File: src/sv/prefill_jitter_fifo_assert.svh
// Assertion macros for the jitter buffer. Every macro samples clk_i and is disabled in reset.
`ifndef PREFILL_JITTER_FIFO_ASSERT_SVH
`define PREFILL_JITTER_FIFO_ASSERT_SVH

`ifndef SYNTH

`define PJF_ASSERT(lbl, prop) \
  lbl: assert property (@(posedge clk_i) disable iff (!rst_ni) (prop)) \
    else $error("jitter buffer assertion failed");

`define PJF_ASSERT_IMPL(lbl, ante, cons) \
  lbl: assert property (@(posedge clk_i) disable iff (!rst_ni) (ante) |-> (cons)) \
    else $error("jitter buffer assertion failed");

`define PJF_ASSERT_NEXT(lbl, ante, cons) \
  lbl: assert property (@(posedge clk_i) disable iff (!rst_ni) (ante) |=> (cons)) \
    else $error("jitter buffer assertion failed");

`else

`define PJF_ASSERT(lbl, prop)
`define PJF_ASSERT_IMPL(lbl, ante, cons)
`define PJF_ASSERT_NEXT(lbl, ante, cons)

`endif

`endif

File: src/sv/pjf_pkg.sv
package pjf_pkg;

  localparam int unsigned DEPTH = 16384;
  localparam int unsigned PTR_W = $clog2(DEPTH);
  localparam int unsigned CNT_W = $clog2(DEPTH + 1);
  localparam int unsigned THR_W = 15;
  localparam int unsigned CMP_W = (CNT_W > THR_W) ? CNT_W : THR_W;
  localparam int unsigned SMP_W = 16;
  localparam logic [THR_W-1:0] THR_RESET = 15'd12288;

  typedef enum logic {
    CMD_WRITE = 1'b0,
    CMD_READ  = 1'b1
  } cmd_e;

  typedef struct packed {
    cmd_e                    cmd;
    logic signed [SMP_W-1:0] sample_in;
  } in_t;

  typedef struct packed {
    logic signed [SMP_W-1:0] sample_out;
    logic                    write_dropped;
    logic                    read_valid;
    logic                    playing;
  } out_t;

  typedef struct packed {
    logic pend;
    logic dropped;
    logic valid;
    logic playing;
  } stat_t;

endpackage

File: src/sv/pjf_ctrl.sv
`include "prefill_jitter_fifo_assert.svh"

module pjf_ctrl (
  input  logic                          clk_i,
  input  logic                          rst_ni,
  input  logic                          accept_i,
  input  pjf_pkg::in_t                  item_i,
  input  logic [pjf_pkg::THR_W-1:0]     thr_i,
  output logic                          ram_we_o,
  output logic [pjf_pkg::PTR_W-1:0]     ram_waddr_o,
  output logic [pjf_pkg::SMP_W-1:0]     ram_wdata_o,
  output logic [pjf_pkg::PTR_W-1:0]     ram_raddr_o,
  output pjf_pkg::stat_t                stat_o
);

  localparam logic [pjf_pkg::PTR_W-1:0] PTR_LAST = pjf_pkg::PTR_W'(pjf_pkg::DEPTH - 1);
  localparam logic [pjf_pkg::CNT_W-1:0] CNT_FULL = pjf_pkg::CNT_W'(pjf_pkg::DEPTH);

  logic [pjf_pkg::PTR_W-1:0] wr_ptr_q, wr_ptr_d;
  logic [pjf_pkg::PTR_W-1:0] rd_ptr_q, rd_ptr_d;
  logic [pjf_pkg::CNT_W-1:0] cnt_q, cnt_d;
  logic                      play_q, play_d;
  pjf_pkg::stat_t            stat_q, stat_d;
  logic [pjf_pkg::THR_W-1:0] thr_eff;
  logic                      full, empty, reached, do_write, do_pop;

  assign thr_eff = (thr_i == '0) ? pjf_pkg::THR_W'(1) : thr_i;
  assign full    = (cnt_q == CNT_FULL);
  assign empty   = (cnt_q == '0);
  assign reached = pjf_pkg::CMP_W'(cnt_q) >= pjf_pkg::CMP_W'(thr_eff);

  always_comb begin
    do_write = 1'b0;
    do_pop   = 1'b0;
    play_d   = play_q;
    stat_d   = '0;
    if (accept_i) begin
      stat_d.pend = 1'b1;
      case (item_i.cmd)
        pjf_pkg::CMD_WRITE: begin
          if (full) begin
            stat_d.dropped = 1'b1;
          end else begin
            do_write = 1'b1;
          end
        end
        pjf_pkg::CMD_READ: begin
          if (play_q) begin
            if (empty) begin
              play_d = 1'b0;
            end else begin
              do_pop = 1'b1;
            end
          end else if (reached) begin
            play_d = 1'b1;
            do_pop = 1'b1;
          end
        end
        default: begin
          stat_d.pend = 1'b1;
        end
      endcase
      stat_d.valid   = do_pop;
      stat_d.playing = play_d;
    end
  end

  always_comb begin
    wr_ptr_d = wr_ptr_q;
    rd_ptr_d = rd_ptr_q;
    cnt_d    = cnt_q;
    if (do_write) begin
      wr_ptr_d = (wr_ptr_q == PTR_LAST) ? '0 : wr_ptr_q + 1'b1;
      cnt_d    = cnt_q + 1'b1;
    end
    if (do_pop) begin
      rd_ptr_d = (rd_ptr_q == PTR_LAST) ? '0 : rd_ptr_q + 1'b1;
      cnt_d    = cnt_q - 1'b1;
    end
  end

  always_ff @(posedge clk_i or negedge rst_ni) begin
    if (!rst_ni) begin
      wr_ptr_q <= '0;
      rd_ptr_q <= '0;
      cnt_q    <= '0;
      play_q   <= 1'b0;
      stat_q   <= '0;
    end else begin
      wr_ptr_q <= wr_ptr_d;
      rd_ptr_q <= rd_ptr_d;
      cnt_q    <= cnt_d;
      play_q   <= play_d;
      stat_q   <= stat_d;
    end
  end

  // The read address is always the oldest entry; the read data lands together with stat_q.
  assign ram_we_o    = do_write;
  assign ram_waddr_o = wr_ptr_q;
  assign ram_wdata_o = item_i.sample_in;
  assign ram_raddr_o = rd_ptr_q;
  assign stat_o      = stat_q;

  `PJF_ASSERT(a_cnt_bound, cnt_q <= CNT_FULL)
  `PJF_ASSERT_IMPL(a_empty_ptrs, cnt_q == '0, wr_ptr_q == rd_ptr_q)
  `PJF_ASSERT_NEXT(a_accept_pend, accept_i, stat_q.pend && (stat_q.playing == play_q))
  `PJF_ASSERT_IMPL(a_pop_plays, stat_q.valid, stat_q.playing && !stat_q.dropped)

endmodule

File: config.mk
export PLATFORM = sky130hd
export DESIGN_NAME = pjf_ctrl
export DESIGN_NICKNAME = d
export VERILOG_FILES = /design/src/sv/pjf_pkg.sv /design/src/sv/pjf_ctrl.sv
export VERILOG_INCLUDE_DIRS = /design/src /design/src/sv
export SDC_FILE = /design/constraint.sdc
export NUM_CORES = 1
export LEC_CHECK = 0
export BUFFER_PORTS_ARGS = -buffer_cell sky130_fd_sc_hd__buf_2
export CAP_MARGIN = 20
export CORE_MARGIN = 8
export CORE_UTILIZATION = 25
export CTS_BUF_LIST = sky130_fd_sc_hd__clkbuf_16
export DETAILED_ROUTE_END_ITERATION = 7
export PLACE_DENSITY = 0.47
export SYNTH_ARGS = -nofsm -noshare
export SYNTH_HDL_FRONTEND = slang
export SYNTH_SLANG_ARGS = --single-unit
File: constraint.sdc
create_clock -name clk_i -period 3.4 [get_ports clk_i]
set_input_delay 0.85 -clock clk_i [delete_from_list [all_inputs] [get_ports clk_i]]
set_output_delay 0.85 -clock clk_i [all_outputs]
set_load 0.01 [all_outputs]
==> results.cfg <==
[worst_setup_path]
required_ns = 3.57
critPathArrivalTime_ns = 4.11
critPathKind = in -> reg
path_max_fanout = 6
cp-end-kind = flip-flop
reg2reg_from = cnt_q[8]
reg2reg_to = cnt_q[13]
start_kind = input pin
crit_path_start = thr_i[12]
ff2ff_setup_slack_ns = -0.20
reg2regPathDepth = 16
crit_path_end = cnt_q[13]

[logic_synthesis]
yosysUniqueCellTypes = 46
synth_area_leaders = dfrtp_1, ha_1, xnor2_1, mux2_2, xor2_1
synth_edf_count = 0
seq_area_frac_synth_pct = 37.1
synth_top_area_cell = dfrtp_1
synth_top_area_share_pct = 37.1
syn_nets = 403
synth_flop_cell = dfrtp_1
postSynthCellCount = 337
syn_area_per_cell_um2 = 9.60
ys_warn_count = 0
ys_ff_latch = 48
syn-cell-area_mm2 = 0.00324
async_reset_ff_share_pct = 100

[sta]
hold_slack_ns = 0.488
maxSlewHeadroom_pct = 69.7
drv_slew = 0
fin_setup_tns_ns = -3.93
setup_viol = 12
worst_pin_slew_ns = 0.454
fmax_ghz = 0.254
fin_crit_sh_pct = 116
setup_slack_ns = -0.536
hold_violations = 0
grt_setup_unrepaired = true
clock_skew_ns = 0.00444
finalCriticalPeriod_ns = 3.94

[global_routing]
grt_start_max_net_pins = 34
gr-usage-all-layers_pct = 11.1
grt_pass1_vias = 2928
antenna_found_initial = 0
grt_remaining_overflow = 0
grt_pass1_wl_mm = 15.1

[clock_tree]
cts_made_buffers = 5
cts_tree = yes
worstSkewPairLatency_ns = 0.29
ctsRootBufferMaster = clkbuf_16
cts_hold_buf = 0
path_clk_slew_ns = 0.07
cts.path.max_buffers = 2
htree_levels = 2
clkSinkCount = 48

[power]
p_sw_mw = 1.44
swShare_pct = 38.7
power_frac_seq_pct = 23.6
pwr-share-clk_pct = 13.4
internal_power_mw = 2.27
p_comb_share_pct = 62.9
power_mw = 3.71
p_leak_nw = 2.27
powerDensity_mw_per_mm2 = 793
vdd_drop_max_mv = 0.311

[floorplan]
core_area_mm2 = 0.0126
die-width_um = 130
die_area_mm2 = 0.0168
die_h_um = 130
ios = 84
rows = 41
initial_utilization_pct = 25.6

[layout]
seq_area_mm2 = 0.00120
finalNonFillerCells = 620
multiInputGateArea_mm2 = 0.00218
final_cell_area_mm2 = 0.00468
finish.net_count = 513
diodes = 0
area_growth_pct = 44.6
nFillCells = 1304
final_util_pct = 37.1
drive_gt1_share_pct = 42.2

[place]
globalplace.congestion = 0.856
dp.cells = 603
post-dp-hpwl_mm = 7.26
place_area_mm2 = 0.00422
numPortBuffers = 51
preCtsSetupSlack_ns = -1.07

[routing]
vias = 2796
drt_iter0_markers = 107
vias_per_cell = 4.51
drt_pass1_iterations = 4
wl_per_cell_um = 14.9
drc = 0
wl_mm = 9.26
ant_nets = 0

[run]
cap_violations = 0

[status]
status = finished with violations
violations = setup timing

[worst_hold_path]
worstHoldPathType = in -> async
==> registers in the layout, indices dropped and copies added, names as in the netlist <==
signal and cells:
ram_raddr_o 14, play_q 1, stat_o 4, cnt_q 15, ram_waddr_o 14
==> power by group through the flow <==
| stage | sequential, mW | clock (mW) | combinational (mW) |
|---|---|---|---|
| after global routing | 0.902 | 0.537 | 2.56 |
| after CTS | 0.882 | 0.518 | 2.21 |
| final | 0.878 | 0.498 | 2.34 |
| after floorplan | 0.913 | 0 | 1.11 |
| after global placement | 0.889 | 0 | 1.91 |
| after detailed placement | 0.891 | 0 | 1.95 |
==> routing by layer <==
metal  vias to the layer above  global-route usage [%]  routed length, um
met5                         -                       0                  0
met2                        38                    18.9               4530
met3                         8                    1.80                256
li1                       1395                       -                  -
met4                         0                    2.05                 95
met1                      1355                    14.5               4380
==> cell type report <==
class	count	share of cell area, %
inverter	22	1.84
tap	172	4.60
clock inverter	3	0.401
sequential	48	25.7
timing repair buffer	121	18.2
multi-input combinational	249	46.6
clock buffer	5	2.67
==> logic make-up (layout without fill, tap and decap cells) <==
group	after synthesis	count (layout)	synth area share, %
buffers and inverters	40	151	6.73
DFF	48	48	37.1
and+or+nand+nor	114	114	17.8
muxes	15	15	5.14
AOI/OAI and AO/OA	52	52	11.0
xor gates and xnor gates	37	37	10.0
adders and majority gates	31	31	12.2
==> synth_stat cells, types with 4 or more instances <==
| cell | number |
|---|---|
| buf_4 | 16 |
| xor2_1 | 15 |
| xnor2_1 | 22 |
| inv_1 | 22 |
| and3_1 | 8 |
| nand2_1 | 24 |
| o21ai_0 | 10 |
| a21oi_1 | 15 |
| nand3_1 | 15 |
| mux2_2 | 13 |
| nand4_1 | 7 |
| and2_1 | 4 |
| nor2_1 | 28 |
| dfrtp_1 | 48 |
| nor4_1 | 8 |
| nor3_1 | 7 |
| ha_1 | 30 |
==> critical path: stages <==
cell and delay (ns):
buf_8 0.10, nor4_4 0.32, a41o_1 0.22, ha_1 0.22, nor2b_1 0.12, o21ai_1 0.10, a21oi_2 0.19, o41ai_4 0.09
nand2_2 0.10, clkinvlp_4 0.14, buf_6 0.17, buf_4 0.14, buf_6 0.13, ha_4 0.15, or3_4 0.34, nor4_2 0.24
nor3_1 0.10, xor2_1 0.15, mux2_4 0.26
==> layout by cell type, fill, tap and decap left out, drive strengths merged, types with 4 or more instances in the layout <==
cell,synthesis,layout
and2,4,4
xor2,15,15
nor2,28,28
mux2,13,13
a21oi,16,16
nand3,15,15
xnor2,22,22
buf,18,121
and3,8,8
o21ai,13,13
nor3,8,8
ha,30,30
nand2,24,24
nor4,8,8
inv,22,21
nand4,7,7
clkbuf,0,5
dfrtp,48,48
==> how the worst min path moves through the flow <==
stage,end,startpoint,cells past startpoint,slack [ns]
detailed placement,ram_raddr_o[8],ram_raddr_o[8],1,0.48
finish,cnt_q[4],rst_ni,1,0.49
global placement,ram_raddr_o[8],ram_raddr_o[8],1,0.47
global route,ram_raddr_o[8],ram_raddr_o[8],1,0.52
CTS,ram_waddr_o[8],ram_waddr_o[8],1,0.50
floorplan,cnt_q[14],cnt_q[14],1,0.48
==> repair_timing <==
item	4_1_cts	5_1_grt
endpoints found under the setup margin	12	12
buffers inserted	5	4
resized for setup	37	16
pin swaps	28	21
No activity file was read; power rests on OpenSTA's default activity.
